### src/sv/bass_pkg.sv
// ----------------------------------------------------------------------------
// bass_pkg: shared types and constants for the bracket aware sentence splitter
// Holds the bracket pair and break mark code points, the classified item that
// travels from the front end to the back end, and the classification helpers.
// ----------------------------------------------------------------------------
package bass_pkg;

  localparam int unsigned UNIT_W = 16;
  localparam int unsigned LEN_W = 16;
  localparam int unsigned QUEUE_DEPTH = 2;

  localparam logic [LEN_W-1:0] MAX_LEN_RESET = 16'd128;

  // Bracket and quote pairs.
  localparam logic [UNIT_W-1:0] OPEN_FW_PAREN   = 16'hFF08;
  localparam logic [UNIT_W-1:0] CLOSE_FW_PAREN  = 16'hFF09;
  localparam logic [UNIT_W-1:0] OPEN_PAREN      = 16'h0028;
  localparam logic [UNIT_W-1:0] CLOSE_PAREN     = 16'h0029;
  localparam logic [UNIT_W-1:0] OPEN_SQUARE     = 16'h005B;
  localparam logic [UNIT_W-1:0] CLOSE_SQUARE    = 16'h005D;
  localparam logic [UNIT_W-1:0] OPEN_LENTICULAR = 16'h3010;
  localparam logic [UNIT_W-1:0] CLOSE_LENTICULAR = 16'h3011;
  localparam logic [UNIT_W-1:0] OPEN_DBL_ANGLE  = 16'h300A;
  localparam logic [UNIT_W-1:0] CLOSE_DBL_ANGLE = 16'h300B;
  localparam logic [UNIT_W-1:0] OPEN_DBL_QUOTE  = 16'h201C;
  localparam logic [UNIT_W-1:0] CLOSE_DBL_QUOTE = 16'h201D;

  // Break marks.
  localparam logic [UNIT_W-1:0] BRK_IDEO_STOP   = 16'h3002;
  localparam logic [UNIT_W-1:0] BRK_COMMA       = 16'h002C;
  localparam logic [UNIT_W-1:0] BRK_FW_COMMA    = 16'hFF0C;
  localparam logic [UNIT_W-1:0] BRK_SPACE       = 16'h0020;
  localparam logic [UNIT_W-1:0] BRK_TAB         = 16'h0009;
  localparam logic [UNIT_W-1:0] BRK_QUESTION    = 16'h003F;
  localparam logic [UNIT_W-1:0] BRK_FW_QUESTION = 16'hFF1F;
  localparam logic [UNIT_W-1:0] BRK_EXCLAIM     = 16'h0021;
  localparam logic [UNIT_W-1:0] BRK_FW_EXCLAIM  = 16'hFF01;
  localparam logic [UNIT_W-1:0] BRK_SEMICOLON   = 16'h003B;
  localparam logic [UNIT_W-1:0] BRK_FW_SEMI     = 16'hFF1B;

  localparam logic [UNIT_W-1:0] NO_CLOSER = '0;

  typedef struct packed {
    logic [UNIT_W-1:0] unit;
    logic              last;
    logic              is_pair;
    logic              is_brk;
    logic [UNIT_W-1:0] partner;
  } bass_item_t;

  function automatic logic is_pair_mark(logic [UNIT_W-1:0] u);
    logic hit;
    case (u) inside
      OPEN_FW_PAREN, CLOSE_FW_PAREN, OPEN_PAREN, CLOSE_PAREN,
      OPEN_SQUARE, CLOSE_SQUARE, OPEN_LENTICULAR, CLOSE_LENTICULAR,
      OPEN_DBL_ANGLE, CLOSE_DBL_ANGLE, OPEN_DBL_QUOTE, CLOSE_DBL_QUOTE: hit = 1'b1;
      default: hit = 1'b0;
    endcase
    return hit;
  endfunction

  // Closer that an opener arms; closers and other units give no closer.
  function automatic logic [UNIT_W-1:0] pair_partner(logic [UNIT_W-1:0] u);
    logic [UNIT_W-1:0] p;
    case (u)
      OPEN_FW_PAREN:   p = CLOSE_FW_PAREN;
      OPEN_PAREN:      p = CLOSE_PAREN;
      OPEN_SQUARE:     p = CLOSE_SQUARE;
      OPEN_LENTICULAR: p = CLOSE_LENTICULAR;
      OPEN_DBL_ANGLE:  p = CLOSE_DBL_ANGLE;
      OPEN_DBL_QUOTE:  p = CLOSE_DBL_QUOTE;
      default:         p = NO_CLOSER;
    endcase
    return p;
  endfunction

  function automatic logic is_stop_mark(logic [UNIT_W-1:0] u);
    logic hit;
    case (u) inside
      BRK_IDEO_STOP, BRK_COMMA, BRK_FW_COMMA, BRK_SPACE, BRK_TAB, BRK_QUESTION,
      BRK_FW_QUESTION, BRK_EXCLAIM, BRK_FW_EXCLAIM, BRK_SEMICOLON,
      BRK_FW_SEMI: hit = 1'b1;
      default: hit = 1'b0;
    endcase
    return hit;
  endfunction

endpackage

### src/sv/bass_front.sv
// ----------------------------------------------------------------------------
// bass_front: input side of the splitter
// Accepts code units and classifies each one before it enters the queue.
// ----------------------------------------------------------------------------
module bass_front (
  input  logic                     in_valid_i,
  output logic                     in_ready_o,
  input  logic [bass_pkg::UNIT_W-1:0] code_unit_i,
  input  logic                     last_i,
  input  logic                     q_full_i,
  output logic                     q_push_o,
  output bass_pkg::bass_item_t     q_item_o
);
  import bass_pkg::*;

  assign in_ready_o = ~q_full_i;
  assign q_push_o   = in_valid_i & ~q_full_i;

  always_comb begin
    q_item_o.unit    = code_unit_i;
    q_item_o.last    = last_i;
    q_item_o.is_pair = is_pair_mark(code_unit_i);
    q_item_o.is_brk  = is_stop_mark(code_unit_i);
    q_item_o.partner = pair_partner(code_unit_i);
  end

endmodule

### src/sv/bass_queue.sv
// ----------------------------------------------------------------------------
// bass_queue: small FIFO between front end and back end
// Holds classified items so that each side can stall on its own.
// ----------------------------------------------------------------------------
module bass_queue #(
  parameter int unsigned Depth = bass_pkg::QUEUE_DEPTH
) (
  input  logic                 clk_i,
  input  logic                 rst_ni,
  input  logic                 push_i,
  input  bass_pkg::bass_item_t item_i,
  output logic                 full_o,
  input  logic                 pop_i,
  output logic                 valid_o,
  output bass_pkg::bass_item_t item_o
);
  import bass_pkg::*;

  localparam int unsigned PtrW = (Depth > 1) ? $clog2(Depth) : 1;
  localparam int unsigned CntW = $clog2(Depth + 1);

  bass_item_t mem_q [Depth];
  logic [PtrW-1:0] wr_ptr_q, wr_ptr_d;
  logic [PtrW-1:0] rd_ptr_q, rd_ptr_d;
  logic [CntW-1:0] count_q, count_d;

  assign full_o  = (count_q == CntW'(Depth));
  assign valid_o = (count_q != '0);
  assign item_o  = mem_q[rd_ptr_q];

  always_comb begin
    wr_ptr_d = wr_ptr_q;
    rd_ptr_d = rd_ptr_q;
    count_d  = count_q;
    if (push_i) begin
      wr_ptr_d = (wr_ptr_q == PtrW'(Depth - 1)) ? '0 : wr_ptr_q + PtrW'(1);
    end
    if (pop_i) begin
      rd_ptr_d = (rd_ptr_q == PtrW'(Depth - 1)) ? '0 : rd_ptr_q + PtrW'(1);
    end
    if (push_i && !pop_i) begin
      count_d = count_q + CntW'(1);
    end else if (pop_i && !push_i) begin
      count_d = count_q - CntW'(1);
    end
  end

  always_ff @(posedge clk_i or negedge rst_ni) begin
    if (!rst_ni) begin
      wr_ptr_q <= '0;
      rd_ptr_q <= '0;
      count_q  <= '0;
    end else begin
      wr_ptr_q <= wr_ptr_d;
      rd_ptr_q <= rd_ptr_d;
      count_q  <= count_d;
    end
  end

  always_ff @(posedge clk_i) begin
    if (push_i) begin
      mem_q[wr_ptr_q] <= item_i;
    end
  end

endmodule

### src/sv/bass_back.sv
// ----------------------------------------------------------------------------
// bass_back: segmentation state and output register
// Applies one classified item per cycle to the bracket and length state while
// its output is free and holds the result until the consumer takes it.
// ----------------------------------------------------------------------------
module bass_back (
  input  logic                        clk_i,
  input  logic                        rst_ni,
  input  logic                        cfg_we_i,
  input  logic [bass_pkg::LEN_W-1:0]  cfg_wdata_i,
  input  logic                        q_valid_i,
  input  bass_pkg::bass_item_t        q_item_i,
  output logic                        q_pop_o,
  output logic                        out_valid_o,
  input  logic                        out_ready_i,
  output logic [bass_pkg::UNIT_W-1:0] unit_out_o,
  output logic                        cut_before_o,
  output logic                        cut_after_o
);
  import bass_pkg::*;

  logic [LEN_W-1:0]  max_len_q;
  logic [UNIT_W-1:0] closer_q, closer_d;
  logic [LEN_W-1:0]  count_q, count_d;
  logic              out_valid_q, out_valid_d;
  logic [UNIT_W-1:0] unit_q;
  logic              cb_q, cb_d;
  logic              ca_q, ca_d;

  logic [LEN_W:0]    len_kept;
  logic              len_hit;
  logic [LEN_W-1:0]  len_sat;
  logic              take;

  assign take     = q_valid_i & (~out_valid_q | out_ready_i);
  assign q_pop_o  = take;
  assign len_kept = {1'b0, count_q} + (LEN_W+1)'(1);
  assign len_hit  = (len_kept >= {1'b0, max_len_q});
  assign len_sat  = len_kept[LEN_W] ? '1 : len_kept[LEN_W-1:0];

  always_comb begin
    closer_d = closer_q;
    count_d  = count_q;
    cb_d     = 1'b0;
    ca_d     = 1'b0;
    if (q_item_i.is_pair) begin
      if (closer_q == q_item_i.unit) begin
        ca_d     = 1'b1;
        count_d  = '0;
        closer_d = NO_CLOSER;
      end else begin
        cb_d     = (count_q != '0);
        count_d  = LEN_W'(1);
        closer_d = q_item_i.partner;
      end
    end else if (closer_q == NO_CLOSER) begin
      if (q_item_i.is_brk || len_hit) begin
        ca_d    = 1'b1;
        count_d = '0;
      end else begin
        count_d = len_sat;
      end
    end else if (len_hit) begin
      ca_d     = 1'b1;
      count_d  = '0;
      closer_d = NO_CLOSER;
    end else begin
      count_d = len_sat;
    end
    if (q_item_i.last) begin
      ca_d     = 1'b1;
      count_d  = '0;
      closer_d = NO_CLOSER;
    end
  end

  always_comb begin
    out_valid_d = out_valid_q;
    if (take) begin
      out_valid_d = 1'b1;
    end else if (out_ready_i) begin
      out_valid_d = 1'b0;
    end
  end

  always_ff @(posedge clk_i or negedge rst_ni) begin
    if (!rst_ni) begin
      max_len_q   <= MAX_LEN_RESET;
      closer_q    <= NO_CLOSER;
      count_q     <= '0;
      out_valid_q <= 1'b0;
    end else begin
      if (cfg_we_i) begin
        max_len_q <= cfg_wdata_i;
      end
      if (take) begin
        closer_q <= closer_d;
        count_q  <= count_d;
      end
      out_valid_q <= out_valid_d;
    end
  end

  always_ff @(posedge clk_i) begin
    if (take) begin
      unit_q <= q_item_i.unit;
      cb_q   <= cb_d;
      ca_q   <= ca_d;
    end
  end

  assign out_valid_o  = out_valid_q;
  assign unit_out_o   = unit_q;
  assign cut_before_o = cb_q;
  assign cut_after_o  = ca_q;

endmodule

### src/sv/bracket_aware_sentence_splitter.sv
// ----------------------------------------------------------------------------
// bracket_aware_sentence_splitter: marks segment boundaries in UTF-16 text
// Top level joining the classifying front end, the item queue and the
// segmentation back end.
// ----------------------------------------------------------------------------
// The splitter takes one UTF-16 code unit per request and returns one result
// per unit: the unit itself with a cut_before flag (a segment ends just before
// it) and a cut_after flag (a segment ends with it). Six bracket and quote
// pairs are recognized; an opener starts a new segment and arms its closer,
// the matching closer ends the segment, and a stray closer starts a fresh
// segment. Outside brackets the break marks end a segment, and any segment is
// cut once its length reaches max_segment_length (reset value 128). It is
// written through cfg_we_i and cfg_wdata_i; the user must write it only while
// no text is in flight; the block itself does not enforce this. The unit
// flagged last always ends a segment and returns the block to its idle state.
// The block sustains one code unit per clock cycle while the output is not
// stalled. An accepted unit is written into the queue between front and back
// end, and the back end then takes it through its state update into the
// output register, which is the step that sets the rate. The queue holds
// QueueDepth units, so the input keeps accepting while the output is briefly
// stalled.
module bracket_aware_sentence_splitter #(
  parameter int unsigned QueueDepth = bass_pkg::QUEUE_DEPTH
) (
  input  logic                        clk_i,
  input  logic                        rst_ni,
  input  logic                        cfg_we_i,
  input  logic [bass_pkg::LEN_W-1:0]  cfg_wdata_i,
  input  logic                        in_valid_i,
  output logic                        in_ready_o,
  input  logic [bass_pkg::UNIT_W-1:0] code_unit_i,
  input  logic                        last_i,
  output logic                        out_valid_o,
  input  logic                        out_ready_i,
  output logic [bass_pkg::UNIT_W-1:0] unit_out_o,
  output logic                        cut_before_o,
  output logic                        cut_after_o
);
  import bass_pkg::*;

  // Classified items flow from the front end into the queue.
  logic       q_push;
  logic       q_full;
  bass_item_t q_in_item;

  // The back end pops one item whenever its output register is free.
  logic       q_pop;
  logic       q_valid;
  bass_item_t q_out_item;

  bass_front u_front (
    .in_valid_i  (in_valid_i),
    .in_ready_o  (in_ready_o),
    .code_unit_i (code_unit_i),
    .last_i      (last_i),
    .q_full_i    (q_full),
    .q_push_o    (q_push),
    .q_item_o    (q_in_item)
  );

  bass_queue #(
    .Depth (QueueDepth)
  ) u_queue (
    .clk_i   (clk_i),
    .rst_ni  (rst_ni),
    .push_i  (q_push),
    .item_i  (q_in_item),
    .full_o  (q_full),
    .pop_i   (q_pop),
    .valid_o (q_valid),
    .item_o  (q_out_item)
  );

  // The back end owns the length register, the expected closer and the
  // running segment length; it also holds the result until it is taken.
  bass_back u_back (
    .clk_i        (clk_i),
    .rst_ni       (rst_ni),
    .cfg_we_i     (cfg_we_i),
    .cfg_wdata_i  (cfg_wdata_i),
    .q_valid_i    (q_valid),
    .q_item_i     (q_out_item),
    .q_pop_o      (q_pop),
    .out_valid_o  (out_valid_o),
    .out_ready_i  (out_ready_i),
    .unit_out_o   (unit_out_o),
    .cut_before_o (cut_before_o),
    .cut_after_o  (cut_after_o)
  );

endmodule

### config.mk
export PLATFORM = sky130hd
export DESIGN_NAME = bracket_aware_sentence_splitter
export DESIGN_NICKNAME = d
export VERILOG_FILES = /design/src/sv/bass_pkg.sv /design/src/sv/bass_front.sv /design/src/sv/bass_queue.sv /design/src/sv/bass_back.sv /design/src/sv/bracket_aware_sentence_splitter.sv
export SDC_FILE = /design/constraint.sdc
export NUM_CORES = 1
export LEC_CHECK = 0
export ABC_AREA = 1
export ABC_CLOCK_PERIOD_IN_PS = 4850
export BUFFER_PORTS_ARGS = -buffer_cell sky130_fd_sc_hd__buf_2
export CAP_MARGIN = 10
export CORE_ASPECT_RATIO = 0.6
export CORE_MARGIN = 2
export CORE_UTILIZATION = 60
export CTS_CLUSTER_SIZE = 10
export DETAILED_ROUTE_END_ITERATION = 7
export GPL_TIMING_DRIVEN = 0
export PLACE_DENSITY_LB_ADDON = 0.25
export SLEW_MARGIN = 5
export SYNTH_ARGS = -nofsm -noshare
export SYNTH_HDL_FRONTEND = slang
export SYNTH_SLANG_ARGS = --single-unit
### constraint.sdc
create_clock -name clk_i -period 4.85 [get_ports clk_i]
set_input_delay 0.97 -clock clk_i [delete_from_list [all_inputs] [get_ports clk_i]]
set_output_delay 0.97 -clock clk_i [all_outputs]
set_load 0.05 [all_outputs]
==> metrics, run 1 <==
crit path kind=reg2reg; CP Launch Point=u_back.count_q[0]$_DFFE_PN0P_; RSZ-0062 raised after global routing=false; detailed placer's ending HPWL=11200 µm; number of global-route vias before repair=5014; Worst R2R Start=u_back.count_q[0]$_DFFE_PN0P_; post-DR vias/cell=5.62; Worst setup EP type=register; leakage=3.53 nW; Mapped Area=0.00629 mm²; postcts setup bufs=0; Area Overhead vs Synth=17.9%; Final Hold Viols=0; First-pass DRT Iterations=7; Final Cycle Share=0.614; final core utilization=0.740; IO buf count=57; die span in y=83.3 µm; first-pass GRT wire length=25200 µm; n_diodes=0; routed length per placed instance=17.0 µm; CP Max Fanout=6; initial core utilization=0.627; DRC violations left=0; Synth cell types=42; Starting DRT DRC Count=559; Pins Over Slew Limit=0; Synth Area per Inst=8.95 µm²; initial antenna violation count=0; Yosys reg bits=123; synthesized netlist cell count=702; sequential area share after synthesis=0.550; CTS max path bufs=2; total congestion overflow=0; ANT nets after route=0; worst hold path class=reg2reg; Achievable Freq=336 MHz; CTS tree=done; WHS=0.498 ns; Setup TNS=0 ns; Post-CTS Hold Buffers=0; # rows=28; clock-pin slew on the worst setup and hold paths=0.06 ns; share of cells above drive strength 1=0.173; fin nets=836; H-tree level count=4; via count=5213; maximum vdd drop=0.419 mV; pwr/cell area=600 mW/mm²; max cap viols=0; hold path startpoint=u_queue.count_q[0]$_DFFE_PN0P_; critical path data arrival time=3.10 ns; Post-Syn Nets=759; outcome=completed; IO Count=58; slew at the pin closest to its max-slew limit=0.885 ns; setup violators final=0; synth warn=0; fin crit period=2.98 ns; die area=0.0113 mm²; Core Region=0.0100 mm²; Total GRT Usage=0.300; post-cts gate resize count=0; CTS buffer count=17; total length of routed wires=15700 µm; pin count of the biggest net entering global routing=48; Relative slew margins=0.409; Die Wd=136 µm; Critical Path RT=4.97 ns; skew final=0.00613 ns; CTS root buffer=clkbuf_16; type of origin of the critical path=register; clock latency at the later pin of the worst-skew pair=0.42 ns; routability congestion estimate=0.893; clk sinks=123
==> cells in the final DEF (no fill, tap or decap), drive strengths merged <==
master / synthesis / layout
nand2: 210 / 210
inv: 85 / 86
nor2: 82 / 82
edfxtp: 76 / 76
buf: 6 / 64
nand3: 50 / 50
dfrtp: 46 / 46
o21ai: 38 / 38
clkbuf: 9 / 33
ha: 19 / 19
or2: 15 / 15
nand4: 12 / 12
xor2: 11 / 11
a21oi: 11 / 11
o211ai: 10 / 10
nor3: 7 / 7
clkinv: 1 / 4
nor4: 3 / 3
xnor2: 2 / 2
bufinv: 0 / 2
clkinvlp: 0 / 2
mux2: 1 / 1
nand3b: 1 / 1
o21bai: 1 / 1
a32oi: 1 / 1
mux2i: 1 / 1
o21a: 1 / 1
or3: 1 / 1
a31oi: 1 / 1
dfstp: 1 / 1
==> critical path: stages (launching register included) <==
cell,delay (ns)
dfrtp_1,0.47
ha_1,0.24
nand2_1,0.10
nor2_4,0.18
nand2_4,0.11
nor2_1,0.13
xnor2_1,0.13
inv_1,0.09
ha_1,0.30
nand2_1,0.08
nand2_1,0.05
a21oi_1,0.19
nor3_2,0.08
nor2_2,0.09
nand2_1,0.09
inv_2,0.10
nand2_1,0.05
nand2_1,0.07
nand3_1,0.13
==> registers in the layout, indices dropped and copies added, names as in the netlist <==
name	count
u_queue.wr_ptr_q	1
u_back.out_valid_o	1
u_queue.count_q	2
u_queue.rd_ptr_q	1
u_back.closer_q	10
u_back.unit_out_o	16
u_back.cut_before_o	1
u_back.max_len_q	16
u_back.count_q	16
u_back.cut_after_o	1
u_queue.mem_q	58
==> layout make-up <==
| cell class | count | area, µm² |
|---|---|---|
| Sequential cell | 123 | 3460 |
| Tap cell | 135 | 169 |
| Inverter | 86 | 323 |
| Fill cell | 714 | 2610 |
| Clock inverter | 8 | 100 |
| Multi-Input combinational cell | 478 | 2440 |
| Timing Repair Buffer | 58 | 305 |
| Buffer | 15 | 78.8 |
| Clock buffer | 24 | 536 |
==> worst paths after layout <==
check                           cells after the start                          endpoint  slack, ns
max in group asynchronous                           2   u_back.max_len_q[7]$_DFFE_PN1P_       3.68
worst min-delay path                                1    u_queue.count_q[0]$_DFFE_PN0P_       0.50
min in group asynchronous                           1     u_back.count_q[5]$_DFFE_PN0P_       0.55
worst min register to register                      1    u_queue.count_q[0]$_DFFE_PN0P_       0.50
worst max-delay path                               18  u_back.cut_after_o$_SDFFCE_PP1P_       1.87
worst max register to register                     18  u_back.cut_after_o$_SDFFCE_PP1P_       1.87
==> synthesized netlist by cell type, drive strengths merged <==
| master | number | area (µm²) |
|---|---|---|
| nand2 | 210 | 803 |
| inv | 85 | 319 |
| nor2 | 82 | 342 |
| edfxtp | 76 | 2280 |
| nand3 | 50 | 268 |
| dfrtp | 46 | 1150 |
| o21ai | 38 | 228 |
| ha | 19 | 238 |
| or2 | 15 | 93.8 |
| nand4 | 12 | 75.1 |
| a21oi | 11 | 66.3 |
| xor2 | 11 | 96.3 |
| o211ai | 10 | 75.1 |
| clkbuf | 9 | 33.8 |
| nor3 | 7 | 40.0 |
| buf | 6 | 43.8 |
| nor4 | 3 | 18.8 |
| xnor2 | 2 | 17.5 |
| a31oi | 1 | 6.26 |
| a32oi | 1 | 8.76 |
| clkinv | 1 | 3.75 |
| dfstp | 1 | 26.3 |
| mux2 | 1 | 11.3 |
| mux2i | 1 | 10.0 |
| nand3b | 1 | 7.51 |
| o21a | 1 | 7.51 |
| o21bai | 1 | 7.51 |
| or3 | 1 | 6.26 |
==> routing by layer <==
layer  wire length [µm]  track usage
met2               6720        0.422
met5                  0            0
met1               7230        0.451
met4                224       0.0862
met3               1570       0.0885
==> cell families (layout without fill, tap and decap cells) <==
kind of cell | after synthesis | count (layout) | share of synthesized area
AND/OR/NAND/NOR | 381 | 381 | 0.263
flip-flops | 123 | 123 | 0.550
XOR/XNOR | 13 | 13 | 0.0181
buffers and inverters | 101 | 191 | 0.0637
AO/OA/AOI/OAI | 63 | 63 | 0.0635
adder cells (fa/ha/maj) | 19 | 19 | 0.0378
multiplexers | 2 | 2 | 0.00338
==> where the power goes <==
part	switching (mW)	internal, mW	leakage (nW)	total [mW]
sequential	0.100	1.44	1.33	1.54
clock	0.465	0.875	0.308	1.34
combinational	1.17	0.391	1.89	1.56
==> stage by stage <==
stage	worst slack (ns)	power, mW	cell area (µm²)	std cells
after floorplan	2.10	2.65	6290	702
after global placement	1.42	3.01	6740	894
after detailed placement	1.81	3.08	6760	894
after CTS	1.92	4.43	7390	926
after global routing	1.64	4.66	7410	927
final	1.87	4.44	7410	927
Power figures use the tool's default switching activity.
==> run 2, diff against run 1 <==
--- a/config.mk
+++ b/config.mk
@@ -5,13 +5,13 @@
 export SDC_FILE = /design/constraint.sdc
 export NUM_CORES = 1
 export LEC_CHECK = 0
-export ABC_AREA = 1
-export ABC_CLOCK_PERIOD_IN_PS = 4850
+export ABC_AREA = 0
+export ABC_CLOCK_PERIOD_IN_PS = 2950
 export BUFFER_PORTS_ARGS = -buffer_cell sky130_fd_sc_hd__buf_2
 export CAP_MARGIN = 10
 export CORE_ASPECT_RATIO = 0.6
 export CORE_MARGIN = 2
-export CORE_UTILIZATION = 60
+export CORE_UTILIZATION = 59
 export CTS_CLUSTER_SIZE = 10
 export DETAILED_ROUTE_END_ITERATION = 7
 export GPL_TIMING_DRIVEN = 0
==> constraint.sdc (replaced) <==
create_clock -name clk_i -period 2.95 [get_ports clk_i]
set_input_delay 0.59 -clock clk_i [delete_from_list [all_inputs] [get_ports clk_i]]
set_output_delay 0.59 -clock clk_i [all_outputs]
set_load 0.05 [all_outputs]
==> run 2 against run 1 <==
Against the previous run:
- fmax decreased by 11%
- the run now ends with setup timing left
- count of clock-buffer cells in the layout decreased by 7
- largest power group is now registers
- sequential power increased by 64%
- via count decreased by 9.7%
==> metrics, run 2 <==
sequential area share after synthesis=0.590; routed length per placed instance=21.1 µm; maximum vdd drop=0.644 mV; post-DR vias/cell=6.30; Synth Area per Inst=12.0 µm²; Relative slew margins=0.234; # rows=28; Post-synth ARST share=0.382; IO buf count=57; Setup TNS=-8.54 ns; routability congestion estimate=0.954; max cap viols=0; worst hold path class=in2reg; EDFF count, synth=76; number of global-route vias before repair=4437; First-pass DRT Iterations=5; top cells by count, synth=edfxtp_1 (76), dfrtp_1 (46), nand2_1 (39); Synth area leader=edfxtp_1; pwr/cell area=949 mW/mm²; CTS root buffer=clkbuf_16; skew final=0.0115 ns; first-pass GRT wire length=22800 µm; synth warn=0; Top reg by flops=u_queue.mem_q; final worst slack=-0.375 ns; Pins Over Slew Limit=0; initial core utilization=0.600; Most used DFF post-synth=edfxtp_1; Final Hold Viols=0; detailed placer's ending HPWL=9360 µm; Yosys reg bits=123; final core utilization=0.777; pre-CTS setup slack=-0.558 ns; worst setup path endpoint=u_back.count_q[3]$_DFFE_PN0P_; via count=4708; DRC violations left=0; Synth top area share=0.389; synthesized netlist cell count=489; die area=0.0108 mm²; most numerous cell in the Yosys netlist=edfxtp_1; Total GRT Usage=0.284; clock latency at the later pin of the worst-skew pair=0.42 ns; H-tree level count=4; most frequent cells in the layout=edfxtp_1 (76), buf_2 (58), dfrtp_1 (42); CTS buffer count=17; total length of routed wires=15800 µm; Reg2Reg Depth=15; IO Count=58; ANT nets after route=0; Worst R2R Start=u_back.count_q[0]$_DFFE_PN0P_; Final Cycle Share=1.13; max FFs per register=58; Synth cell types=51; count of cells along the worst hold path=1; Worst setup EP type=register; Area contributors post-synth=edfxtp_1 (39%), dfrtp_1 (20%), ha_1 (4.1%); Reg2Reg Capture Point=u_back.count_q[3]$_DFFE_PN0P_; type of origin of the critical path=register; setup slack, reg-to-reg=-0.38 ns; DP Area=0.00641 mm²; CP Launch Point=u_back.count_q[0]$_DFFE_PN0P_; share of cells above drive strength 1=0.359; Post-Syn Nets=546; die span in y=81.2 µm; clk sinks=123; most common cell after layout, fill and taps aside=edfxtp_1; Achievable Freq=301 MHz; fin crit period=3.33 ns; fin nets=656; Critical Path RT=3.30 ns; Core Region=0.00977 mm²; leakage=3.14 nW; outcome=complete, but fails checks; setup violators final=27; slew at the pin closest to its max-slew limit=1.14 ns; initial antenna violation count=0; CTS max path bufs=2; critical path data arrival time=3.67 ns; fin area=0.00760 mm²; RSZ-0062 raised after global routing=true; Mapped Area=0.00587 mm²; total congestion overflow=0; crit path kind=reg2reg; CP Max Fanout=8; n_diodes=0; Starting DRT DRC Count=573; CTS tree=done; clock-pin slew on the worst setup and hold paths=0.06 ns; violated checks=setup timing; Die Wd=133 µm; Post-CTS Hold Buffers=0; pin count of the biggest net entering global routing=48; Area Overhead vs Synth=29.5%
==> run 2: cell count changes in the layout (fill, tap and decap cells not counted), moves of 9 or more <==
cell and change:
buf_4 +33, o21ai_2 -9, nand3_1 -39, mux2_2 +16, xnor2_1 +13, nor2_1 -52
inv_1 -59, o21ai_0 -11, or2_2 -15, a21oi_2 +9, mux2i_1 +11, nand2_1 -167
==> run 2: logic make-up after synthesis <==
group,after synthesis,synth area share
compound gates,91,0.103
xor+xnor,28,0.0418
fa+ha+maj,19,0.0405
buf+inv,47,0.0352
flops,123,0.590
mux,31,0.0582
simple gates,150,0.131
==> run 2: final cells by class <==
class | count | area, µm²
Sequential cell | 123 | 3460
Timing Repair Buffer | 94 | 598
Buffer | 20 | 151
Multi-Input combinational cell | 319 | 2510
Tap cell | 135 | 169
Clock buffer | 17 | 425
Inverter | 24 | 90.1
Clock inverter | 15 | 188
Fill cell | 558 | 2180
==> run 2: worst max-delay path, cell delays in order, from the launching register on <==
cell and delay [ns]:
dfrtp_2 0.43, buf_4 0.14, nand3_4 0.09, nor2_4 0.12
nand4_1 0.17, xnor2_2 0.18, ha_1 0.32, nand4_1 0.14
buf_4 0.13, a21oi_2 0.04, o41a_1 0.47, or4_4 0.45
buf_12 0.17, buf_12 0.13, a21oi_2 0.11, o22a_1 0.16
==> run 2: power breakdown <==
| part | switching [mW] | internal, mW | total (mW) |
|---|---|---|---|
| registers | 0.185 | 2.33 | 2.52 |
| clock network | 0.828 | 1.34 | 2.17 |
| logic | 1.62 | 0.902 | 2.52 |
==> run 2: how the worst min path moves through the flow <==
stage,start,to,slack (ns)
2_1_floorplan,rst_ni,u_back.closer_q[0]$_DFFE_PN0P_,0.29
3_5_place_dp,u_back.out_valid_o$_DFFE_PN0P_,u_back.out_valid_o$_DFFE_PN0P_,0.50
3_3_place_gp,u_queue.wr_ptr_q$_DFFE_PN0P_,u_queue.wr_ptr_q$_DFFE_PN0P_,0.48
5_1_grt,last_i,u_queue.mem_q[0][18]$_DFFE_PP_,0.36
4_1_cts,last_i,u_queue.mem_q[0][18]$_DFFE_PP_,0.36
6_report,last_i,u_queue.mem_q[0][18]$_DFFE_PP_,0.37
==> run 2: metrics by stage <==
| step | total power, mW | instances | hold WS (ns) |
|---|---|---|---|
| detailed placement | 4.63 | 681 | 0.502 |
| finish | 7.21 | 747 | 0.369 |
| global placement | 4.57 | 681 | 0.476 |
| floorplan | 4.07 | 489 | 0.294 |
| CTS | 6.97 | 735 | 0.360 |
| global route | 7.46 | 747 | 0.359 |
==> run 2: layer usage <==
| layer | vias up | wire length (µm) | global-route usage |
|---|---|---|---|
| met5 | - | 0 | 0 |
| met2 | 313 | 7150 | 0.427 |
| met4 | 0 | 383 | 0.0957 |
| met1 | 2295 | 6730 | 0.400 |
| met3 | 46 | 1530 | 0.0818 |
| li1 | 2054 | - | - |
==> run 2: what timing repair did <==
action,4_1_cts,5_1_grt
resized for setup,39,25
cloned,1,0
endpoints found under the hold margin,0,0
setup buffers,24,12
setup endpoints to repair,27,27
pin swaps,24,17
